===== config.mk =====
export PLATFORM = sky130hd
export DESIGN_NAME = rnbm_mul
export DESIGN_NICKNAME = d
export VERILOG_FILES = /design/src/design/rnbm_pkg.sv /design/src/design/rnbm_mul.sv
export SDC_FILE = /design/constraint.sdc
export NUM_CORES = 2
export LEC_CHECK = 0
export BUFFER_PORTS_ARGS = -buffer_cell sky130_fd_sc_hd__buf_2
export CAP_MARGIN = 10
export CELL_PAD_IN_SITES_DETAIL_PLACEMENT = 1
export CELL_PAD_IN_SITES_GLOBAL_PLACEMENT = 1
export CORE_MARGIN = 4
export CORE_UTILIZATION = 35
export CTS_BUF_LIST = sky130_fd_sc_hd__clkbuf_2 sky130_fd_sc_hd__clkbuf_4 sky130_fd_sc_hd__clkbuf_8
export CTS_CLUSTER_DIAMETER = 50
export DETAILED_ROUTE_END_ITERATION = 12
export GPL_ROUTABILITY_DRIVEN = 0
export PLACE_DENSITY_LB_ADDON = 0.25
export SETUP_SLACK_MARGIN = 0.2
export SLEW_MARGIN = 20
export SYNTH_ARGS = -nofsm -noshare
export SYNTH_HDL_FRONTEND = slang
export SYNTH_SLANG_ARGS = --single-unit

===== constraint.sdc =====
create_clock -name clk -period 9.5 [get_ports clk]
set_input_delay 1.9 -clock clk [delete_from_list [all_inputs] [get_ports clk]]
set_output_delay 1.9 -clock clk [all_outputs]
set_load 0.03 [all_outputs]

===== src/design/rnbm_pkg.sv =====
// ----------------------------------------------------------------------------
// rnbm_pkg
// Shared types, codes and saturating helpers for the ReLU neuron training core.
// ----------------------------------------------------------------------------
package rnbm_pkg;

  // Item modes on the input channel.
  localparam logic [2:0] MODE_FORWARD = 3'd0;
  localparam logic [2:0] MODE_OUTGRAD = 3'd1;
  localparam logic [2:0] MODE_HIDDEN  = 3'd2;
  localparam logic [2:0] MODE_UPDATE  = 3'd3;
  localparam logic [2:0] MODE_LOAD    = 3'd4;

  // Result kinds on the output channel.
  localparam logic [1:0] KIND_ACT    = 2'd0;
  localparam logic [1:0] KIND_GRAD   = 2'd1;
  localparam logic [1:0] KIND_WEIGHT = 2'd2;

  // Configuration register map (index taken from paddr[2]).
  localparam int         CFG_ADDR_W     = 3;
  localparam logic [0:0] REG_LEARN_RATE = 1'b0;
  localparam logic [0:0] REG_MOMENTUM   = 1'b1;
  localparam logic [15:0] LEARN_RATE_RST = 16'd655;
  localparam logic [15:0] MOMENTUM_RST   = 16'd32768;

  // Clamp of the scaled input-gradient product and its split for the multiplier.
  localparam logic signed [63:0] P_MAX   = 64'sh0000_7FFF_FFFF_FFFF;
  localparam logic signed [63:0] P_MIN   = -64'sh0000_8000_0000_0000;
  localparam int                 P_SPLIT = 24;

  typedef struct packed {
    logic [2:0]         mode;
    logic [5:0]         slot;
    logic signed [31:0] value_a;
    logic signed [31:0] value_b;
    logic               last;
  } in_item_t;

  typedef struct packed {
    logic signed [31:0] value;
    logic [1:0]         kind;
  } out_item_t;

  // Request to the shared multiplier.
  typedef struct packed {
    logic               en;
    logic signed [32:0] op_a;
    logic signed [32:0] op_b;
  } mul_req_t;

  function automatic logic signed [63:0] sx64(input logic signed [31:0] x);
    return {{32{x[31]}}, x};
  endfunction

  function automatic logic signed [32:0] sx33(input logic signed [31:0] x);
    return {x[31], x};
  endfunction

  function automatic logic signed [31:0] sat32(input logic signed [63:0] x);
    logic signed [31:0] r;
    if (x > 64'sh0000_0000_7FFF_FFFF) begin
      r = 32'sh7FFF_FFFF;
    end else if (x < -64'sh0000_0000_8000_0000) begin
      r = -32'sh8000_0000;
    end else begin
      r = x[31:0];
    end
    return r;
  endfunction

  function automatic logic signed [63:0] sat_add64(input logic signed [63:0] a,
                                                   input logic signed [63:0] b);
    logic signed [63:0] s;
    logic signed [63:0] r;
    s = a + b;
    if (a[63] == b[63] && s[63] != a[63]) begin
      r = a[63] ? {1'b1, 63'd0} : {1'b0, {63{1'b1}}};
    end else begin
      r = s;
    end
    return r;
  endfunction

endpackage


===== src/design/rnbm_mul.sv =====
// ----------------------------------------------------------------------------
// rnbm_mul
// Shared signed 33 x 33 multiplier with a registered 64-bit product.
// ----------------------------------------------------------------------------
module rnbm_mul (
  input  logic                     clk,
  input  rnbm_pkg::mul_req_t       req,
  output logic signed [63:0]       prod
);

  logic signed [65:0] full;

  // All operands used by the core fit a 64-bit product.
  assign full = req.op_a * req.op_b;

  always_ff @(posedge clk) begin
    if (req.en) begin
      prod <= full[63:0];
    end
  end

endmodule


==> out/summary.md <==
* in2reg — critical setup path kind
* 0.08 ns — clock-pin slew on the worst setup and hold paths
* 132 — IO Pins
* fa_1 — most repeated cell in the gate-level netlist after synthesis
* 188000 um — global-route wire length before repair
* fa_1 — Synth area leader
* 9.63 ns — data required time at the worst endpoint
* fa_1 (1125), inv_1 (1086), and2_1 (548) — synth cell count leaders
* 64 — Synth Register Bits
* prod (64) — registers with the most flip-flops
* 124 — number of placement rows
* clkbuf_8 — CTS Root Cell
* 7 — maximum fanout count along the critical path
* 347 um — die height
* fa_1 — cell type with the highest occurrence count on the critical path
* 0.939 ns — Worst Tran Pin Value
* 10.2% — fraction of final layout cells sized beyond drive strength 1
* 0.0402 mm2 — netlist area before placement
* 4 — number of antenna violations at the first check in global routing
* no — RSZ-0062 raised after global routing
* 65 — pin count of the biggest net entering global routing
* 0 — max cap viols
* 0% — share of flip-flops with an asynchronous set or reset
* 3 — number of H-tree levels
* input pin — startpoint class of the critical path
* 20.2 um — average wire per cell in the routed design
* 5612 — net count after synthesis
* 64 — number of enable-type register cells in the synthesized netlist
* 56.0% — fraction of synthesized cell area taken by the top area cell type
* fa_1 — Slowest cell on crit path
* 0.120 mm2 — total die area
* 5 — First-pass DRT Iterations
* 5796 — number of nets in the layout
* 57 — number of distinct library cells after synthesis
* 9 — CTS buffer count
* 37.4% — Max-Slew Margin vs Limit
* 0 — yosys synthesis warning count
* 131 — buffers added on ports
* 95.4% — final critical-path share of the clock period
* 0 — number of nets still failing antenna checks after routing
* 110 MHz — top achievable clock speed
* 20.3% — All-Layer GR Usage
* 13113 — fillers
* 4.72 — via-per-instance ratio
* prod — Largest Register
* 0 — number of max-slew violations in the final report
* 0 — DRC violations left
* flip-flop — critical path endpoint category
* edfxtp_1 — primary flip-flop cell chosen by synthesis mapping
* in2reg — type of the most critical hold path
* 0 — number of endpoints failing setup at the final stage
* done — CTS tree
* 4207 — post-synthesis cell count
* 347 um — overall die width
* 0 — global route overflow
* complete, no violations — result of the run
* 64 — number of flip-flops in the largest register
* 9.07 ns — Min Clock Period, post-route
* fa_1 (56%), inv_1 (10%), and2_1 (8.5%), ha_1 (6.6%), nand2_1 (5.1%) — cell types with the largest area share after synthesis
* 0 ns — setup TNS after final layout
* 962 — DR iter-0 viols
* 0.56 ns — delay of the slowest cell on the worst path
* 9.55 um2 — per-instance average area after synthesis
* 39.0% — Finished Core Util
* 27885 — total number of vias
* 0 — final count of hold timing violations
* 4.78% — sequential element share of the synthesized area
* 120000 um — DRT Wirelength
* 108000 um — total half-perimeter wirelength after legalization and detailed placement
* 2 — maximum buffer depth of the clock tree
* 9.19 ns — Worst EP arrival
* 64 — CTS sink count
* 10.8% — Syn-to-layout area delta
* 35.2% — Initial Utilization
* 0.114 mm2 — placeable core region
* 32623 — via count of the first global-routing pass
==> worst paths after layout <==
path,start,endpoint,cells after the start
hold / removal,req[0],prod[0],3
setup / recovery,req[12],prod[60],29
==> cell families after synthesis <==
family	share of synthesized area (%)
compound gates	3.20
flops	4.78
simple gates	15.5
mux	0.0249
buf+inv	12.2
fa+ha+maj	62.6
xor+xnor	1.66
==> area by class of cell <==
| type | count | area, um2 | area share, % |
|---|---|---|---|
| repair buffers | 395 | 2930 | 6.58 |
| inverters | 1086 | 4080 | 9.16 |
| well taps | 1512 | 1890 | 4.25 |
| flip-flops and latches | 64 | 1920 | 4.32 |
| diodes | 2 | 5.00 | 0.0112 |
| clock inverters | 6 | 85.1 | 0.191 |
| multi-input cells | 2835 | 33500 | 75.2 |
| clock buffers | 9 | 124 | 0.278 |
==> worst max-delay path, delay by kind of cell <==
| kind | cells | cell delay (ns) |
|---|---|---|
| adders and majority gates | 9 | 4.41 |
| and+or+nand+nor | 3 | 0.65 |
| buffers and inverters | 10 | 1.05 |
| AOI/OAI and AO/OA | 7 | 1.18 |
==> through the flow <==
stage	hold slack (ns)	area [um2]	std cells	setup WS (ns)
after CTS	2.24	44200	5903	0.227
after global routing	2.17	44500	5908	0.183
after detailed placement	2.38	44000	5888	-0.397
after global placement	2.38	44000	5888	-0.327
final	2.21	44500	5909	0.435
after floorplan	2.01	40200	4207	0.208
==> placed cells by master (no fill, tap or decap), types with 5 or more instances in the layout <==
master / count
nor2_1: 18
nand3_1: 18
o21ai_0: 27
ha_1: 209
clkbuf_4: 16
nand2b_1: 9
edfxtp_1: 64
buf_12: 13
a21oi_1: 66
and2_1: 542
xor2_1: 21
nand4_1: 12
xnor2_1: 55
buf_2: 97
inv_1: 1084
fa_1: 1122
buf_6: 12
clkbuf_8: 9
a21o_1: 18
nor3_1: 11
nand2_1: 546
nor2b_1: 32
o21a_1: 17
and3_1: 6
o21bai_1: 7
o211ai_1: 7
o21ai_1: 8
a211oi_2: 5
and2_4: 6
a31oi_1: 6
buf_4: 257
==> routing by layer <==
layer	up-vias	share of wire (%)	global-route usage (%)
met4	2	3.8	6.43
met5	-	0.011	0
li1	12344	-	-
met2	386	55	38.4
met1	15007	39	24.3
met3	146	2.5	1.77
==> repair_timing <==
action | CTS | global route
pin swaps | 1 | 19
endpoints found under the setup margin | 8 | 16
buffers inserted | 0 | 4
hold buffers | 0 | 0
gates cloned | 0 | 0
gates resized for setup | 6 | 88
Power is left out: the tool's default activity adds up to more than one toggle a clock period on the data nets, which glitch-free logic cannot reach.
