File: src/design/rnbm_pkg.sv
// ----------------------------------------------------------------------------
// rnbm_pkg
// Shared types, codes and saturating helpers for the ReLU neuron training core.
// ----------------------------------------------------------------------------
package rnbm_pkg;

  // Item modes on the input channel.
  localparam logic [2:0] MODE_FORWARD = 3'd0;
  localparam logic [2:0] MODE_OUTGRAD = 3'd1;
  localparam logic [2:0] MODE_HIDDEN  = 3'd2;
  localparam logic [2:0] MODE_UPDATE  = 3'd3;
  localparam logic [2:0] MODE_LOAD    = 3'd4;

  // Result kinds on the output channel.
  localparam logic [1:0] KIND_ACT    = 2'd0;
  localparam logic [1:0] KIND_GRAD   = 2'd1;
  localparam logic [1:0] KIND_WEIGHT = 2'd2;

  // Configuration register map (index taken from paddr[2]).
  localparam int         CFG_ADDR_W     = 3;
  localparam logic [0:0] REG_LEARN_RATE = 1'b0;
  localparam logic [0:0] REG_MOMENTUM   = 1'b1;
  localparam logic [15:0] LEARN_RATE_RST = 16'd655;
  localparam logic [15:0] MOMENTUM_RST   = 16'd32768;

  // Clamp of the scaled input-gradient product and its split for the multiplier.
  localparam logic signed [63:0] P_MAX   = 64'sh0000_7FFF_FFFF_FFFF;
  localparam logic signed [63:0] P_MIN   = -64'sh0000_8000_0000_0000;
  localparam int                 P_SPLIT = 24;

  typedef struct packed {
    logic [2:0]         mode;
    logic [5:0]         slot;
    logic signed [31:0] value_a;
    logic signed [31:0] value_b;
    logic               last;
  } in_item_t;

  typedef struct packed {
    logic signed [31:0] value;
    logic [1:0]         kind;
  } out_item_t;

  // Request to the shared multiplier.
  typedef struct packed {
    logic               en;
    logic signed [32:0] op_a;
    logic signed [32:0] op_b;
  } mul_req_t;

  function automatic logic signed [63:0] sx64(input logic signed [31:0] x);
    return {{32{x[31]}}, x};
  endfunction

  function automatic logic signed [32:0] sx33(input logic signed [31:0] x);
    return {x[31], x};
  endfunction

  function automatic logic signed [31:0] sat32(input logic signed [63:0] x);
    logic signed [31:0] r;
    if (x > 64'sh0000_0000_7FFF_FFFF) begin
      r = 32'sh7FFF_FFFF;
    end else if (x < -64'sh0000_0000_8000_0000) begin
      r = -32'sh8000_0000;
    end else begin
      r = x[31:0];
    end
    return r;
  endfunction

  function automatic logic signed [63:0] sat_add64(input logic signed [63:0] a,
                                                   input logic signed [63:0] b);
    logic signed [63:0] s;
    logic signed [63:0] r;
    s = a + b;
    if (a[63] == b[63] && s[63] != a[63]) begin
      r = a[63] ? {1'b1, 63'd0} : {1'b0, {63{1'b1}}};
    end else begin
      r = s;
    end
    return r;
  endfunction

endpackage

File: src/design/rnbm_cfg.sv
// ----------------------------------------------------------------------------
// rnbm_cfg
// APB register file holding the learning rate and the momentum factor.
// ----------------------------------------------------------------------------
module rnbm_cfg (
  input  logic                              clk,
  input  logic                              rst,
  input  logic                              psel,
  input  logic                              penable,
  input  logic                              pwrite,
  input  logic [rnbm_pkg::CFG_ADDR_W-1:0]   paddr,
  input  logic [31:0]                       pwdata,
  output logic [31:0]                       prdata,
  output logic                              pready,
  output logic [15:0]                       learn_rate,
  output logic [15:0]                       momentum_factor
);

  logic [0:0] reg_idx;
  logic       wr_en;

  assign pready  = 1'b1;
  assign reg_idx = paddr[rnbm_pkg::CFG_ADDR_W-1:2];
  assign wr_en   = psel & penable & pwrite & pready;

  // Register writes complete in the access phase.
  always_ff @(posedge clk) begin
    if (rst) begin
      learn_rate      <= rnbm_pkg::LEARN_RATE_RST;
      momentum_factor <= rnbm_pkg::MOMENTUM_RST;
    end else if (wr_en) begin
      unique case (reg_idx)
        rnbm_pkg::REG_LEARN_RATE: learn_rate      <= pwdata[15:0];
        rnbm_pkg::REG_MOMENTUM:   momentum_factor <= pwdata[15:0];
        default: ;
      endcase
    end
  end

  // Read data decode.
  always_comb begin
    unique case (reg_idx)
      rnbm_pkg::REG_LEARN_RATE: prdata = {16'd0, learn_rate};
      rnbm_pkg::REG_MOMENTUM:   prdata = {16'd0, momentum_factor};
      default:                  prdata = 32'd0;
    endcase
  end

endmodule

File: config.mk
export PLATFORM = sky130hd
export DESIGN_NAME = rnbm_cfg
export DESIGN_NICKNAME = d
export VERILOG_FILES = /design/src/design/rnbm_pkg.sv /design/src/design/rnbm_cfg.sv
export SDC_FILE = /design/constraint.sdc
export NUM_CORES = 1
export LEC_CHECK = 0
export BUFFER_PORTS_ARGS = -buffer_cell sky130_fd_sc_hd__clkbuf_2
export CAP_MARGIN = 20
export CORE_ASPECT_RATIO = 1.5
export CORE_MARGIN = 5
export CORE_UTILIZATION = 39
export CTS_BUF_LIST = sky130_fd_sc_hd__clkbuf_8
export DETAILED_ROUTE_END_ITERATION = 8
export PLACE_DENSITY = 0.83
export SYNTH_ARGS = -nofsm -noshare
export SYNTH_HDL_FRONTEND = slang
export SYNTH_SLANG_ARGS = --single-unit
File: constraint.sdc
create_clock -name clk -period 2.1 [get_ports clk]
set_input_delay 0.105 -clock clk [delete_from_list [all_inputs] [get_ports clk]]
set_output_delay 0.105 -clock clk [all_outputs]
set_load 0.005 [all_outputs]
==> results of run 1 <==
-- state kept, by name (all words and copies together) (netlist names) --
name,count
momentum_factor,16
learn_rate,16
-- how the worst max path moves through the flow --
| stage | from | end | slack [ps] | cells after the start |
|---|---|---|---|---|
| global route | paddr[2] | prdata[2] | 900 | 3 |
| global placement | paddr[2] | learn_rate[10] | 760 | 3 |
| finish | paddr[2] | prdata[9] | 950 | 3 |
| detailed placement | paddr[2] | learn_rate[5] | 720 | 3 |
| CTS | paddr[2] | prdata[15] | 940 | 3 |
| floorplan | paddr[2] | learn_rate[2] | 1180 | 4 |
-- final cells by class --
| class | count | share of cell area (%) |
|---|---|---|
| Sequential cell | 32 | 31.2 |
| Tap cell | 46 | 2.80 |
| Multi-Input combinational cell | 124 | 44.3 |
| Timing Repair Buffer | 70 | 17.2 |
| Clock inverter | 2 | 0.487 |
| Clock buffer | 6 | 4.02 |
-- metrics by stage --
stage	setup WS (ps)	total power [mW]	util, %
final	953	1.26	48.4
after global routing	903	1.33	48.4
after CTS	937	1.28	48.4
after detailed placement	718	0.794	46.2
after global placement	756	0.790	46.2
after floorplan	1180	0.760	-
-- per-layer routing --
layer | global-route usage (%) | vias to the layer above | share of wire [%]
met4 | 6.76 | 0 | 2.8
met1 | 12.0 | 598 | 36
met2 | 23.2 | 57 | 54
met5 | 0 | - | 0
met3 | 3.74 | 9 | 6.8
li1 | - | 649 | -
-- where the power goes --
part           leakage, nW  internal, mW  switching, mW
sequential           0.259         0.621        0.00977
combinational        0.674        0.0766         0.0713
clock               0.0510         0.261          0.217
total                0.984         0.958          0.298
-- cells by family after synthesis --
kind of cell           synth area share, %
multiplexers                          29.5
flip-flops                            37.7
AND/OR/NAND/NOR                       20.4
other                                0.442
buffers and inverters                 12.0
-- critical path, delay by kind of cell --
family   cells  cell delay (ps)
mux          1              400
buf+inv      2              530
-- cell usage in the layout, fill, tap and decap left out --
cell	netlist	routed
and4_1	1	1
and4b_4	1	1
buf_4	17	1
clkbuf_2	0	69
clkbuf_8	0	6
clkinv_2	0	2
conb_1	2	17
dfxtp_1	32	32
mux2_2	16	16
mux2i_1	32	32
nand2b_1	41	41
nand4_1	1	1
nand4b_1	1	1
nor2_1	14	14
==> impl_metrics.json, run 1 <==
{
  "status": "complete, no violations",
  "drt-total-wl_um": 3610,
  "post-cts-setup-buffers": 0,
  "post-route-period-util_pct": 54.6,
  "io_pins": 105,
  "drt_first_pass_iters": 4,
  "grt_pass1_vias": 1300,
  "antenna_found_initial": 0,
  "r2r_setup_slack_ps": 1470,
  "cpMostUsedCell": "clkbuf_2",
  "max_freq_ghz": 0.872,
  "dp_cells": 272,
  "drv_slew": 0,
  "required_ps": 2000,
  "synth_edf_count": 0,
  "min_to": "learn_rate[15]",
  "worst-path-max-fanout": 20,
  "rows": 29,
  "nets": 273,
  "cp_cell_sequence": "clkbuf_2 > mux2_2 > clkbuf_2",
  "whs_ps": 76.7,
  "grt_usage_pct": 12.6,
  "wl_per_cell_um": 12.9,
  "initial_utilization_pct": 40.0,
  "finalHoldViolations": 0,
  "drc": 0,
  "tns_ps": 0,
  "r2r_end": "learn_rate[10]",
  "synth_common_cells": "nand2b_1 (41), dfxtp_1 (32), mux2i_1 (32)",
  "clk_pin_slew_ps": 70,
  "post-route-min-period_ps": 1150,
  "area_growth_pct": 20.9,
  "irDropWorstVdd_uv": 469,
  "final-setup-viol-count": 0,
  "antenna_cells": 0,
  "synth_cell_types": 15,
  "die_h_um": 90.8,
  "yosysMostFrequentCell": "nand2b_1",
  "antenna_left": 0,
  "numPortBuffers": 69,
  "vias_per_cell": 4.69,
  "max_stage_delay_ps": 420,
  "slew-limit-headroom_pct": 49.4,
  "synth-seq-cells": 32,
  "hold_path_class": "in2reg",
  "ctsHoldBuffers": 0,
  "worstMarginPinSlew_ps": 759,
  "start_kind": "primary input",
  "clock_sinks": 32,
  "crit_type": "in2out",
  "syn_area_per_cell_um2": 10.1,
  "drt_first_iter_violations": 20,
  "gr-total-overflow": 0,
  "rsz0062_at_grt": "no",
  "min_path_cells": 3,
  "min_from": "pwdata[15]",
  "post_cts_resized": 0,
  "worst_skew_pair.late_latency_ps": 280,
  "yosysTopAreaCell": "dfxtp_1",
  "synth_cells": 169,
  "yosysSeqAreaShare_pct": 37.7,
  "r2r_start": "learn_rate[10]",
  "fillers": 427,
  "finalNonFillerCells": 280,
  "synth_area_um2": 1700,
  "die_area_um2": 5800,
  "cp.arrival_ps": 1040,
  "num_vias": 1313,
  "multi_input_area_um2": 911,
  "gp_congestion": 0.653,
  "clockBufferDepth": 2,
  "p_leak_nw": 0.984,
  "cts_root_buf": "clkbuf_8",
  "cts_max_level": 2,
  "cpMaxStageDelayCell": "clkbuf_2",
  "placed_area_um2": 1960,
  "fin_area_um2": 2050,
  "cts_tree": "done",
  "die_x_um": 63.9,
  "yosysWarningCount": 0,
  "maxCapViolations": 0,
  "synth-async-reset-ratio_pct": 0,
  "numCtsBuffers": 5,
  "synth_top_area_share_pct": 37.7,
  "grt_max_degree": 56,
  "finClkSkew_ps": 0,
  "grt_pass1_wl_um": 5880,
  "synth_area_leaders": "dfxtp_1 (38%), mux2i_1 (19%), nand2b_1 (15%), mux2_2 (11%), buf_4 (7.5%)",
  "layout-drive-gt1-share_pct": 40.6,
  "power.density_nw_per_um2": 611,
  "place_hpwl_um": 2760,
  "ff2ff_path_depth": 2,
  "synthFlopType": "dfxtp_1",
  "worstSetupEndpointType": "primary output",
  "core_um2": 4250,
  "register_area_um2": 641
}
(Power assumes the default switching activity.)
==> run 2: changes to the inputs <==
==> constraint.sdc (replaced) <==
create_clock -name clk -period 1.1 [get_ports clk]
set_input_delay 0.055 -clock clk [delete_from_list [all_inputs] [get_ports clk]]
set_output_delay 0.055 -clock clk [all_outputs]
set_load 0.005 [all_outputs]
==> run 2 against run 1 <==
Effect of this change: global-route usage rose by 0.26 points; largest power group unchanged; non-clock buffer count is 4 higher; sequential share of layout area down 0.87 points; sequential cell count stayed put; largest cell class unchanged; count of clock-buffer cells in the layout increased by 1; die area stayed put; clock power rose by 99%; critical path type is now reg2out; clock skew is the same.
==> impl_metrics.json, run 2 (synthesis results as in run 1) <==
{
  "wl_per_cell_um": 12.8,
  "layout_commonest_cell": "clkbuf_2",
  "max_freq_ghz": 0.964,
  "post-cts-setup-buffers": 0,
  "crit_type": "reg2out",
  "min_path_cells": 3,
  "fin_total_pwr_mw": 2.46,
  "io_pins": 105,
  "tns_ps": 0,
  "cp.arrival_ps": 980,
  "antenna_found_initial": 0,
  "maxCapViolations": 0,
  "clk_pin_slew_ps": 70,
  "gp_congestion": 0.681,
  "cp_cell_sequence": "mux2_2 > clkbuf_2",
  "post_cts_resized": 0,
  "worstSetupEndpointType": "primary output",
  "final_core_util_pct": 49.8,
  "min_from": "pwdata[1]",
  "drt-total-wl_um": 3620,
  "status": "complete, no violations",
  "layout_setup_ws_ps": 63.1,
  "critPathBufInv": 1,
  "area_growth_pct": 24.4,
  "worst-path-max-fanout": 3,
  "p_leak_nw": 1.01,
  "finClkSkew_ps": 0,
  "ff2ff_path_depth": 2,
  "cts_tree": "done",
  "required_ps": 1040,
  "grt_pass1_vias": 1295,
  "gr-total-overflow": 0,
  "whs_ps": 34.9,
  "place_hpwl_um": 2840,
  "r2r_start": "learn_rate[9]",
  "rsz0062_at_grt": "no",
  "r2r_end": "learn_rate[9]",
  "critPathTopFamily": "flip-flops",
  "hold_path_class": "in2reg",
  "drc": 0,
  "r2r_setup_slack_ps": 470,
  "irDropWorstVdd_uv": 836,
  "numPortBuffers": 69,
  "cpMaxStageDelayCell": "dfxtp_1",
  "start_kind": "flip-flop",
  "initial_utilization_pct": 40.0,
  "min_to": "momentum_factor[1]",
  "drt_first_iter_violations": 21,
  "final-setup-viol-count": 0,
  "drv_slew": 0,
  "worst_skew_pair.late_latency_ps": 270,
  "cts_root_buf": "clkbuf_8",
  "max_stage_delay_ps": 330,
  "grt_max_degree": 56,
  "pre_cts_ws_ps": 78.9,
  "antenna_left": 0,
  "antenna_cells": 0,
  "clockBufferDepth": 2,
  "die_h_um": 90.8,
  "clock_sinks": 32,
  "final_cell_mix": "clkbuf_2 (69), nand2b_1 (41), mux2i_1 (32), dfxtp_1 (32), conb_1 (17)",
  "layout-drive-gt1-share_pct": 41.4,
  "fillers": 403,
  "grt_pass1_wl_um": 6070,
  "ctsHoldBuffers": 0,
  "numCtsBuffers": 5,
  "num_vias": 1308,
  "post-route-period-util_pct": 94.3,
  "die_area_um2": 5800,
  "largest_registers": "learn_rate (16), momentum_factor (16)",
  "cts_max_level": 2,
  "nets": 277,
  "power.density_nw_per_um2": 1160,
  "die_x_um": 63.9,
  "post-route-min-period_ps": 1040,
  "finalHoldViolations": 0,
  "grt_usage_pct": 12.9,
  "core_um2": 4250,
  "vias_per_cell": 4.62,
  "drt_first_pass_iters": 4,
  "rows": 29
}
[run 2: cell count changes in the layout (fill, tap and decap cells not counted)]
cell	change
clkinv_2	-2
buf_12	+2
buf_4	+2
clkbuf_8	+1
[run 2: worst reg2reg max path: stages, from the launching register on]
cell and delay [ps]:
dfxtp_1 320, nor2_1 110, mux2i_1 80
[run 2: cell type report]
type / count / area [um^2] / share of cell area [%]
timing repair buffer: 74 / 408 / 19.3
multi-input combinational: 124 / 911 / 43.1
tap: 46 / 57.6 / 2.72
sequential: 32 / 641 / 30.3
clock buffer: 7 / 96.3 / 4.56
[run 2: per-layer routing]
| layer | track usage (%) | part of all wire (%) | wire, um | up-vias |
|---|---|---|---|---|
| li1 | - | - | - | 653 |
| met1 | 13.7 | 35 | 1270 | 599 |
| met2 | 23.3 | 56 | 2020 | 51 |
| met3 | 3.36 | 7.4 | 268 | 5 |
| met4 | 5.20 | 1.7 | 61 | 0 |
| met5 | 0 | 0 | 0 | - |
[run 2: how the worst max path moves through the flow]
stage / startpoint / slack, ps / cells past startpoint / to
after floorplan: paddr[2] / 230 / 4 / learn_rate[2]
after global placement: paddr[2] / 120 / 3 / learn_rate[3]
after detailed placement: paddr[2] / 80 / 3 / learn_rate[9]
after CTS: learn_rate[6] / 50 / 2 / prdata[6]
after global routing: learn_rate[15] / 8 / 2 / prdata[15]
final: learn_rate[15] / 60 / 2 / prdata[15]
[run 2: power by group]
group	total, mW	leakage (nW)	switching [mW]	internal [mW]
clock network	0.951	0.0503	0.394	0.557
registers	1.20	0.259	0.0189	1.18
logic	0.301	0.700	0.140	0.161
[run 2: stage by stage]
step	cell area, um^2	instances
finish	2110	283
global route	2110	283
CTS	2110	283
detailed placement	2020	276
global placement	2020	276
floorplan	1760	184
==> run 3: changes to the inputs <==
--- a/config.mk
+++ b/config.mk
@@ -9,10 +9,10 @@
 export CAP_MARGIN = 20
 export CORE_ASPECT_RATIO = 1.5
 export CORE_MARGIN = 5
-export CORE_UTILIZATION = 39
+export CORE_UTILIZATION = 44
 export CTS_BUF_LIST = sky130_fd_sc_hd__clkbuf_8
 export DETAILED_ROUTE_END_ITERATION = 8
-export PLACE_DENSITY = 0.83
+export PLACE_DENSITY = 0.91
 export SYNTH_ARGS = -nofsm -noshare
 export SYNTH_HDL_FRONTEND = slang
 export SYNTH_SLANG_ARGS = --single-unit
==> run 3 against run 2 <==
Effect of this change: global-route usage up 2.0 points; largest cell class unchanged; register-to-register slack about the same; fmax down 0.13%; critical path depth unchanged; sequential power about the same; die area down 9.9%; non-clock buffer count up 1.
==> impl_metrics.json, run 3 (synthesis results as in run 1) <==
{
  "drt-total-wl_um": 3740,
  "grt_usage_pct": 14.9,
  "critPathBufInv": 1,
  "grt_max_degree": 56,
  "clockBufferDepth": 2,
  "fin_total_pwr_mw": 2.38,
  "final_core_util_pct": 56.5,
  "worst-path-max-fanout": 3,
  "crit_type": "reg2out",
  "cts_tree": "done",
  "r2r_end": "learn_rate[12]",
  "wl_per_cell_um": 13.2,
  "post_cts_resized": 0,
  "final_cell_mix": "clkbuf_2 (69), nand2b_1 (41), mux2i_1 (32)",
  "fin_area_um2": 2100,
  "nets": 278,
  "area_growth_pct": 23.6,
  "finalHoldViolations": 0,
  "status": "complete, no violations",
  "route.met3.wl_um": 283,
  "cts_max_level": 2,
  "irDropWorstVdd_uv": 794,
  "post-cts-setup-buffers": 0,
  "die_h_um": 86.1,
  "grt_pass1_wl_um": 5930,
  "cp_cell_sequence": "mux2_2 > clkbuf_2",
  "antenna_left": 0,
  "critPathTopFamily": "flip-flops",
  "worstSetupEndpointType": "primary output",
  "layout-drive-gt1-share_pct": 41.4,
  "fillers": 355,
  "drt_first_iter_violations": 39,
  "antenna_cells": 0,
  "largest_registers": "learn_rate (16), momentum_factor (16)",
  "placed_area_um2": 2010,
  "initial_utilization_pct": 45.7,
  "drc": 0,
  "drt-met1-wl_um": 1380,
  "grt_pass1_vias": 1318,
  "whs_ps": 39.4,
  "clk_pin_slew_ps": 60,
  "dp_cells": 274,
  "max_freq_ghz": 0.963,
  "r2r_setup_slack_ps": 470,
  "r2r_start": "learn_rate[12]",
  "max_stage_delay_ps": 320,
  "multi_input_area_um2": 911,
  "start_kind": "flip-flop",
  "cts_root_buf": "clkbuf_8",
  "place_hpwl_um": 2890,
  "ff2ff_path_depth": 2,
  "numCtsBuffers": 5,
  "finClkSkew_ps": 0,
  "drt_first_pass_iters": 3,
  "die_x_um": 60.7,
  "numPortBuffers": 69,
  "clock_sinks": 32,
  "core_um2": 3720,
  "cp.arrival_ps": 980,
  "pre_cts_ws_ps": 98.1,
  "required_ps": 1040,
  "maxCapViolations": 0,
  "layout_commonest_cell": "clkbuf_2",
  "tns_ps": 0,
  "rows": 27,
  "p_leak_nw": 1.02,
  "crit_end": "prdata[10]",
  "worst_skew_pair.late_latency_ps": 270,
  "final-setup-viol-count": 0,
  "register_area_um2": 642,
  "post-route-min-period_ps": 1040,
  "die_area_um2": 5230,
  "num_vias": 1331,
  "highest-signal-layer": "met4",
  "cp.depth": 2,
  "io_pins": 105,
  "ctsHoldBuffers": 0,
  "vias_per_cell": 4.72,
  "hold_path_class": "in2reg",
  "power.density_nw_per_um2": 1130,
  "gr-total-overflow": 0,
  "critPathLaunch": "momentum_factor[10]",
  "gp_congestion": 0.737,
  "layout_setup_ws_ps": 61.7,
  "rsz0062_at_grt": "no",
  "antenna_found_initial": 0,
  "drv_slew": 0,
  "dr_wl_met2_um": 2020,
  "post-route-period-util_pct": 94.4,
  "finalNonFillerCells": 282,
  "cpMaxStageDelayCell": "dfxtp_1"
}
[run 3: cell types whose count changed in the layout (fill, tap and decap cells not counted)]
| cell | change |
|---|---|
| dfxtp_1 | -1 |
| dfxtp_2 | +1 |
| clkbuf_8 | -1 |
| buf_12 | -1 |
| buf_4 | +2 |
| inv_1 | +2 |
[run 3: per-layer routing]
metal	vias to the layer above	global-route usage (%)
li1	659	-
met1	610	16.0
met2	56	25.7
met3	6	4.37
met4	0	7.30
met5	-	0
[run 3: worst min-delay path by stage]
stage / from / to / cells after the start
6_report: pwdata[9] / momentum_factor[9] / 3
4_1_cts: pwdata[9] / momentum_factor[9] / 3
3_3_place_gp: pwdata[0] / momentum_factor[0] / 3
2_1_floorplan: pwdata[15] / learn_rate[15] / 2
3_5_place_dp: pwdata[7] / momentum_factor[7] / 3
5_1_grt: pwdata[8] / learn_rate[8] / 3
[run 3: layout make-up]
type / instances / share of cell area (%)
flip-flops and latches: 32 / 30.6
clock inverters: 2 / 0.358
clock buffers: 6 / 3.93
multi-input cells: 124 / 43.4
well taps: 43 / 2.56
repair buffers: 75 / 19.2
[run 3: worst register-to-register path: stages (launching register included)]
cell      delay (ps)
dfxtp_1          370
nand2b_1          70
mux2i_1          120
[run 3: report_power, final]
| group | internal (mW) | switching [mW] | leakage [nW] |
|---|---|---|---|
| clock | 0.491 | 0.387 | 0.0538 |
| combinational | 0.161 | 0.140 | 0.703 |
| sequential | 1.19 | 0.0190 | 0.260 |
| total | 1.84 | 0.546 | 1.02 |
